`config.mk`:
```
export PLATFORM = sky130hd
export DESIGN_NAME = motor_command_slew_limiter
export DESIGN_NICKNAME = d
export VERILOG_FILES = /design/src/hdl/msl_pkg.sv /design/src/hdl/msl_slew.sv /design/src/hdl/motor_command_slew_limiter.sv
export SDC_FILE = /design/constraint.sdc
export NUM_CORES = 1
export LEC_CHECK = 0
export BUFFER_PORTS_ARGS = -buffer_cell sky130_fd_sc_hd__buf_2
export CORE_MARGIN = 4
export CORE_UTILIZATION = 56
export DETAILED_ROUTE_END_ITERATION = 10
export PLACE_DENSITY = 0.78
export SYNTH_ARGS = -nofsm -noshare
export SYNTH_HDL_FRONTEND = slang
export SYNTH_SLANG_ARGS = --single-unit
```
`constraint.sdc`:
```
create_clock -name clk_i -period 10.9 [get_ports clk_i]
set_input_delay 2.18 -clock clk_i [delete_from_list [all_inputs] [get_ports clk_i]]
set_output_delay 2.18 -clock clk_i [all_outputs]
set_load 0.1 [all_outputs]
```
`src/hdl/msl_pkg.sv`:
```
`default_nettype none
package msl_pkg;

  // Level format: signed fixed point, full scale is 1 << LEVEL_FRAC_BITS
  localparam int unsigned LEVEL_FRAC_BITS = 14;

  localparam int unsigned LEVEL_W = 16;  // drive level, signed
  localparam int unsigned STEP_W  = 15;  // limit and step registers, unsigned
  localparam int unsigned US_W    = 12;  // pulse widths in microseconds
  localparam int unsigned SPAN_W  = 14;  // signed span, sign folded in
  localparam int unsigned PROD_W  = SPAN_W + LEVEL_W;
  localparam int unsigned CFG_IDX_W = 3;

  localparam logic [STEP_W-1:0] LEVEL_LIMIT_RST   = STEP_W'(16384);
  localparam logic [STEP_W-1:0] ACCEL_STEP_RST    = STEP_W'(328);
  localparam logic [STEP_W-1:0] DECEL_STEP_RST    = STEP_W'(328);
  localparam logic [US_W-1:0]   REVERSE_END_RST   = US_W'(1000);
  localparam logic [US_W-1:0]   NEUTRAL_RST       = US_W'(1500);
  localparam logic [US_W-1:0]   FORWARD_END_RST   = US_W'(2000);

  typedef enum logic [CFG_IDX_W-1:0] {
    CFG_LEVEL_LIMIT = 3'd0,
    CFG_ACCEL_STEP  = 3'd1,
    CFG_DECEL_STEP  = 3'd2,
    CFG_REVERSE_END = 3'd3,
    CFG_NEUTRAL     = 3'd4,
    CFG_FORWARD_END = 3'd5,
    CFG_DIR_FLIP    = 3'd6
  } cfg_idx_e;

  typedef struct packed {
    logic [STEP_W-1:0] accel_step;
    logic [STEP_W-1:0] decel_step;
  } slew_cfg_t;

endpackage
`default_nettype wire

```
`src/hdl/msl_slew.sv`:
```
`default_nettype none
module msl_slew
  import msl_pkg::*;
(
  input  wire logic signed [LEVEL_W-1:0] cur_i,
  input  wire logic signed [LEVEL_W-1:0] tgt_i,
  input  wire logic                      stop_i,
  input  wire slew_cfg_t                 cfg_i,
  output logic signed [LEVEL_W-1:0]      next_o
);

  localparam int unsigned EXT_W = LEVEL_W + 2;

  logic signed [EXT_W-1:0] c_x, t_x, a_x, d_x;
  logic signed [EXT_W-1:0] c_plus_a, c_minus_a, c_plus_d, c_minus_d, neg_a, neg_t;
  logic signed [EXT_W-1:0] res;

  assign c_x = EXT_W'(cur_i);
  assign t_x = EXT_W'(tgt_i);
  assign a_x = $signed({{(EXT_W-STEP_W){1'b0}}, cfg_i.accel_step});
  assign d_x = $signed({{(EXT_W-STEP_W){1'b0}}, cfg_i.decel_step});

  assign c_plus_a  = c_x + a_x;
  assign c_minus_a = c_x - a_x;
  assign c_plus_d  = c_x + d_x;
  assign c_minus_d = c_x - d_x;
  assign neg_a     = -a_x;
  assign neg_t     = -t_x;

  // Steps limit growth of magnitude by accel, shrinkage by decel
  always_comb begin
    if (stop_i) begin
      res = '0;
    end else if (c_x > 0) begin
      if (t_x > c_plus_a)       res = c_plus_a;
      else if (t_x < c_minus_d) res = c_minus_d;
      else                      res = t_x;
    end else if (c_x < 0) begin
      if (t_x < c_minus_a)      res = c_minus_a;
      else if (t_x > c_plus_d)  res = c_plus_d;
      else                      res = t_x;
    end else begin
      if (a_x < t_x)            res = a_x;
      else if (a_x < neg_t)     res = neg_a;
      else                      res = t_x;
    end
  end

  // Result lies between the old level and the target, or is zero on a stop, so it fits
  assign next_o = res[LEVEL_W-1:0];

endmodule
`default_nettype wire

```
`src/hdl/motor_command_slew_limiter.sv`:
```
`default_nettype none
// Motor command slew limiter. Each input beat either sets a target drive level
// (clamped to +/- level_limit) or forces a stop. The kept level moves toward the
// target by at most accel_step when growing in magnitude and decel_step when
// shrinking (from rest only accel_step applies); a stop zeroes it at once. Each
// beat yields one output beat with the new level (signed, 1 << 14 is full
// scale) and a servo pulse width in microseconds: neutral_us plus or minus
// floor(span * level * direction / 2^14), saturated to 0..4095. The block takes
// one beat per clock and delivers one per clock while out_stall_i is low; a beat
// passes the input register, level update, span multiply and shift/offset/
// saturate registers in that order. The level update loop sets that rate.
// Configuration writes are always ready; write registers only while no beat is
// in flight. Unlisted indexes are dropped.
module motor_command_slew_limiter
  import msl_pkg::*;
(
  input  wire logic                      clk_i,
  input  wire logic                      rst_ni,
  // command channel
  input  wire logic                      in_valid_i,
  output logic                           in_stall_o,
  input  wire logic                      req_type_i,
  input  wire logic signed [LEVEL_W-1:0] target_i,
  // result channel
  output logic                           out_valid_o,
  input  wire logic                      out_stall_i,
  output logic signed [LEVEL_W-1:0]      level_o,
  output logic [US_W-1:0]                pulse_us_o,
  // configuration write channel
  input  wire logic                      cfg_valid_i,
  output logic                           cfg_ready_o,
  input  wire logic [CFG_IDX_W-1:0]      cfg_index_i,
  input  wire logic [STEP_W-1:0]         cfg_data_i
);

  localparam int unsigned P_W = PROD_W - LEVEL_FRAC_BITS;  // shifted product
  localparam int unsigned W_W = P_W + 1;                    // offset pulse, signed

  // ---------------------------------------------------------------------------
  // Configuration registers
  // ---------------------------------------------------------------------------
  logic [STEP_W-1:0] level_limit_q, accel_step_q, decel_step_q;
  logic [US_W-1:0]   reverse_end_q, neutral_q, forward_end_q;
  logic              dir_flip_q;

  assign cfg_ready_o = 1'b1;

  always_ff @(posedge clk_i or negedge rst_ni) begin
    if (!rst_ni) begin
      level_limit_q <= LEVEL_LIMIT_RST;
      accel_step_q  <= ACCEL_STEP_RST;
      decel_step_q  <= DECEL_STEP_RST;
      reverse_end_q <= REVERSE_END_RST;
      neutral_q     <= NEUTRAL_RST;
      forward_end_q <= FORWARD_END_RST;
      dir_flip_q    <= 1'b0;
    end else if (cfg_valid_i && cfg_ready_o) begin
      case (cfg_index_i)
        CFG_LEVEL_LIMIT: level_limit_q <= cfg_data_i;
        CFG_ACCEL_STEP:  accel_step_q  <= cfg_data_i;
        CFG_DECEL_STEP:  decel_step_q  <= cfg_data_i;
        CFG_REVERSE_END: reverse_end_q <= cfg_data_i[US_W-1:0];
        CFG_NEUTRAL:     neutral_q     <= cfg_data_i[US_W-1:0];
        CFG_FORWARD_END: forward_end_q <= cfg_data_i[US_W-1:0];
        CFG_DIR_FLIP:    dir_flip_q    <= cfg_data_i[0];
        default: ;  // drop writes to unlisted indexes
      endcase
    end
  end

  // ---------------------------------------------------------------------------
  // Pipeline flow control: a stage takes a beat when it is empty or drains
  // ---------------------------------------------------------------------------
  logic a_vld_q, b_vld_q, c_vld_q, d_vld_q;
  logic a_rdy, b_rdy, c_rdy, d_rdy;

  assign d_rdy      = !d_vld_q || !out_stall_i;
  assign c_rdy      = !c_vld_q || d_rdy;
  assign b_rdy      = !b_vld_q || c_rdy;
  assign a_rdy      = !a_vld_q || b_rdy;
  assign in_stall_o = !a_rdy;

  always_ff @(posedge clk_i or negedge rst_ni) begin
    if (!rst_ni) begin
      a_vld_q <= 1'b0;
      b_vld_q <= 1'b0;
      c_vld_q <= 1'b0;
      d_vld_q <= 1'b0;
    end else begin
      if (a_rdy) a_vld_q <= in_valid_i;
      if (b_rdy) b_vld_q <= a_vld_q;
      if (c_rdy) c_vld_q <= b_vld_q;
      if (d_rdy) d_vld_q <= c_vld_q;
    end
  end

  // ---------------------------------------------------------------------------
  // Stage A: clamp target to +/- level_limit and register the command
  // ---------------------------------------------------------------------------
  logic signed [LEVEL_W:0]   tgt_x, lim_x, neg_lim_x, tgt_clamp_x;
  logic signed [LEVEL_W-1:0] a_tgt_q;
  logic                      a_stop_q;

  assign tgt_x     = (LEVEL_W+1)'(target_i);
  assign lim_x     = $signed({{(LEVEL_W+1-STEP_W){1'b0}}, level_limit_q});
  assign neg_lim_x = -lim_x;

  always_comb begin
    if (tgt_x < neg_lim_x)  tgt_clamp_x = neg_lim_x;
    else if (tgt_x > lim_x) tgt_clamp_x = lim_x;
    else                    tgt_clamp_x = tgt_x;
  end

  always_ff @(posedge clk_i) begin
    if (a_rdy) begin
      a_stop_q <= req_type_i;
      a_tgt_q  <= tgt_clamp_x[LEVEL_W-1:0];  // magnitude is at most 2^15-1
    end
  end

  // ---------------------------------------------------------------------------
  // Stage B: slew-limited level update; the kept level advances with the beat
  // ---------------------------------------------------------------------------
  slew_cfg_t                 slew_cfg;
  logic signed [LEVEL_W-1:0] next_level;
  logic signed [LEVEL_W-1:0] cur_level_q;
  logic signed [LEVEL_W-1:0] b_level_q;

  assign slew_cfg.accel_step = accel_step_q;
  assign slew_cfg.decel_step = decel_step_q;

  msl_slew u_slew (
    .cur_i  (cur_level_q),
    .tgt_i  (a_tgt_q),
    .stop_i (a_stop_q),
    .cfg_i  (slew_cfg),
    .next_o (next_level)
  );

  always_ff @(posedge clk_i or negedge rst_ni) begin
    if (!rst_ni) begin
      cur_level_q <= '0;
    end else if (a_vld_q && b_rdy) begin
      cur_level_q <= next_level;
    end
  end

  always_ff @(posedge clk_i) begin
    if (b_rdy) b_level_q <= next_level;
  end

  // ---------------------------------------------------------------------------
  // Stage C: span toward the active end, direction folded in, one multiply
  // ---------------------------------------------------------------------------
  logic signed [SPAN_W-1:0] span, span_dir;
  logic signed [PROD_W-1:0] prod;
  logic signed [PROD_W-1:0] c_prod_q;
  logic signed [LEVEL_W-1:0] c_level_q;

  always_comb begin
    if (b_level_q > 0) begin
      span = $signed({2'b00, forward_end_q}) - $signed({2'b00, neutral_q});
    end else begin
      span = $signed({2'b00, reverse_end_q}) - $signed({2'b00, neutral_q});
    end
    span_dir = dir_flip_q ? -span : span;
  end

  assign prod = PROD_W'(span_dir) * PROD_W'(b_level_q);

  always_ff @(posedge clk_i) begin
    if (c_rdy) begin
      c_prod_q  <= prod;
      c_level_q <= b_level_q;
    end
  end

  // ---------------------------------------------------------------------------
  // Stage D: floor shift, offset from neutral, saturate; result register
  // ---------------------------------------------------------------------------
  logic signed [P_W-1:0]  pdelta;
  logic signed [W_W-1:0]  neutral_x, width_x;
  logic [US_W-1:0]        pulse_sat;
  logic signed [LEVEL_W-1:0] d_level_q;
  logic [US_W-1:0]        d_pulse_q;

  assign pdelta    = P_W'(c_prod_q >>> LEVEL_FRAC_BITS);
  assign neutral_x = $signed({{(W_W-US_W){1'b0}}, neutral_q});

  always_comb begin
    if (c_level_q > 0)      width_x = neutral_x + W_W'(pdelta);
    else if (c_level_q < 0) width_x = neutral_x - W_W'(pdelta);
    else                    width_x = neutral_x;

    if (width_x < 0) begin
      pulse_sat = '0;
    end else if (width_x > $signed({{(W_W-US_W){1'b0}}, {US_W{1'b1}}})) begin
      pulse_sat = '1;
    end else begin
      pulse_sat = width_x[US_W-1:0];
    end
  end

  always_ff @(posedge clk_i) begin
    if (d_rdy) begin
      d_level_q <= c_level_q;
      d_pulse_q <= pulse_sat;
    end
  end

  assign out_valid_o = d_vld_q;
  assign level_o     = d_level_q;
  assign pulse_us_o  = d_pulse_q;

endmodule
`default_nettype wire
```
==> metrics.md <==
| Metric | Value |
|---|---|
| CP max FO | `16` |
| Slack of the critical path | `0.454 ns` |
| Post-layout min period | `10.45 ns` |
| Total iterations of the first detailed-routing run | `6` |
| Worst-Skew Late Latency | `0.48 ns` |
| HP Class | `flop to flop` |
| Die X-Extent | `221 um` |
| Most frequent CP cell | `fa_1` |
| GR Util All Layers | `0.307` |
| Worst setup EP type | `flop` |
| Die span in y | `221 um` |
| Clock Pin Slew Worst Setup and Hold Paths | `0.09 ns` |
| Pre-CTS setup slack | `0.378 ns` |
| Root Driver | `clkbuf_16` |
| Fin. Hold Viols | `0` |
| Initial Util | `0.570` |
| First-pass GRT wire length | `120000 um` |
| Number of global-route vias before repair | `22295` |
| Input/output buffers | `69` |
| Worst-margin pin slew | `1.28 ns` |
| Buffers & Inverters on Critical Path | `6` |
| Max Clock Freq | `95.7 MHz` |
| Crit-path max cell delay | `0.55 ns` |
| Hold WS | `0.457 ns` |
| Synth Area per Inst | `8.94 um^2` |
| Top delay family on crit path | `adder cells` |
| Max_cap viols | `0` |
| Pins Over Slew Limit | `0` |
| Skew final | `0.0197 ns` |
| Rows | `77` |
| Vias per inst | `6.25` |
| Unrepaired setup endpoints after global routing | `no` |
| Core Footprint | `0.0445 mm^2` |
| Critical path's slowest cell | `or4_4` |
| Relative slew slack | `0.141` |
| Worst Path Required | `11.24 ns` |
| Syn Std Cell Area | `0.0254 mm^2` |
| Vias | `21717` |
| Die area | `0.0488 mm^2` |
| Diode count | `0` |
| Gr ovfl total | `0` |
| Finished layout cell area | `0.0271 mm^2` |
| Io pins | `71` |
| Wire per inst | `21.8 um` |
| Syn_nets | `3394` |
| Period utilization | `0.958` |
| Largest net degree at the start of global routing | `66` |
| Placed Area | `0.0264 mm^2` |
| Ys flop type | `edfxtp_1` |
| Critical path arrival | `10.78 ns` |
| DR iter-0 viols | `1956` |
| Area grow syn2layout | `6.81%` |
| Synth Register Bits | `195` |
| Htree depth | `4` |
| DRC | `0` |
| ANT nets after route | `0` |
| WL final | `75800 um` |
| Clk buf depth | `2` |
| Seq/Total Area, Yosys | `0.212` |
| Async S/R FF share, synth | `0.523` |
| Final setup fails | `0` |
| GP Congestion | `0.992` |
| WS Path Type | `flop to flop` |
| TritonCTS buffer count | `17` |
| CTS Sinks | `195` |
| TritonCTS clock tree | `yes` |
| Cell count after synthesis | `2836` |
| Yosys cell types | `90` |
| Hpwl dp | `60100 um` |
| Layout cells sized above 1 | `0.0968` |
| Critical path startpoint category | `flop` |
| Nets@finish | `3426` |
| Initial antenna violation count | `1` |
| Setup_tns | `0 ns` |
| Synth Warn # | `0` |
| Post-synth EDFFs | `93` |
| Status | `completed` |
[cell usage after synthesis, drive strengths merged (5+ instances only)]
library cell    n  area, um^2
o211ai         21         158
o221ai          9        78.8
xnor2          91         797
nor2          151         567
o21bai         21         158
nor2b          42         263
a21oi         131         656
mux2i           9        90.1
or2            13        81.3
and2           92         576
o22ai           6        37.5
a211oi         40         300
a311oi          8        70.1
nor4           28         175
or3            18         143
nand3          44         220
nand2b         28         175
edfxtp         93        2790
buf            14        72.6
and3           13        81.3
o21ai         153         769
a22oi           9        67.6
a221oi         11        96.3
ha            292        3650
mux2           54         608
nand4          26         163
o31ai          19         143
nand2         276        1040
dfstp          26         683
inv           390        1460
xor2           26         228
a31oi          27         169
a2111oi        26         229
o41ai           9        86.3
fa            226        4520
nor3           64         325
a21o           25         188
o31a            5        43.8
or4             8        63.8
dfrtp          76        1900
o21a           22         165
nor3b           7        52.6
a221o          17         171
and4           10        87.6
clkbuf         95         357
[registers in the layout, indices dropped and copies added (netlist names)]
| name | flops |
|---|---|
| b_vld_q | 1 |
| c_level_q | 16 |
| accel_step_q | 15 |
| level_o | 16 |
| dir_flip_q | 1 |
| neutral_q | 12 |
| c_vld_q | 1 |
| forward_end_q | 12 |
| a_stop_q | 1 |
| b_level_q | 16 |
| decel_step_q | 15 |
| reverse_end_q | 12 |
| c_prod_q | 16 |
| level_limit_q | 15 |
| out_valid_o | 1 |
| a_tgt_q | 16 |
| a_vld_q | 1 |
| pulse_us_o | 12 |
| cur_level_q | 16 |
[placed cells by master (no fill, tap or decap), types with 61 or more instances in the layout]
cell / Yosys / layout
o21ai_0: 149 / 149
xnor2_1: 91 / 90
nor3_1: 63 / 61
nand2_1: 276 / 276
a21oi_1: 131 / 127
fa_1: 226 / 226
inv_1: 390 / 390
ha_1: 292 / 292
edfxtp_1: 93 / 93
nor2_1: 151 / 151
dfrtp_1: 76 / 76
and2_1: 90 / 90
buf_2: 7 / 68
[area by class of cell]
class	instances	area (um^2)
multi-input cells	2140	18100
clock buffers	17	425
well taps	592	741
inverters	392	1470
clock inverters	15	191
fillers	3858	17400
flip-flops and latches	195	5380
repair buffers	122	746
[final timing paths]
| path | cells past startpoint | slack (ns) | end | startpoint |
|---|---|---|---|---|
| worst max-delay path | 36 | 0.45 | c_prod_q[29] | b_level_q[8] |
| worst min-delay path | 0 | 0.46 | level_o[7] | c_level_q[7] |
| worst max register to register | 36 | 0.45 | c_prod_q[29] | b_level_q[8] |
| worst min register to register | 0 | 0.46 | level_o[7] | c_level_q[7] |
| max in group asynchronous | 2 | 7.82 | neutral_q[0] | rst_ni |
| min in group asynchronous | 1 | 1.72 | cur_level_q[15] | rst_ni |
[per-stage QoR]
step / util / cells
after floorplan: - / 2836
after global placement: 0.593 / 3435
after detailed placement: 0.593 / 3435
after CTS: 0.607 / 3467
after global routing: 0.609 / 3473
final: 0.609 / 3473
[per-layer routing]
metal	up-vias	share of wire	wire, um	track usage
met5	-	0	0	0
met1	10575	0.39	29400	0.382
met3	275	0.068	5130	0.0461
met4	0	0.063	4750	0.164
met2	992	0.48	36600	0.520
li1	9875	-	-	-
[cell families after synthesis]
kind of cell,count (synthesis),synth area share
AOI/OAI and AO/OA,609,0.160
xor gates and xnor gates,117,0.0404
adders and majority gates,518,0.322
buffers and inverters,501,0.0750
DFF,195,0.212
muxes,63,0.0275
other,1,0.000148
and+or+nand+nor,832,0.162
[repair_timing]
item / CTS / global route
endpoints found under the setup margin: 0 / 4
resized for setup: 0 / 2
hold buffers: 0 / 0
buffers inserted: 0 / 6
Power is not shown: default switching activity piles up to over one toggle a cycle in this logic, so the estimate is an artifact.
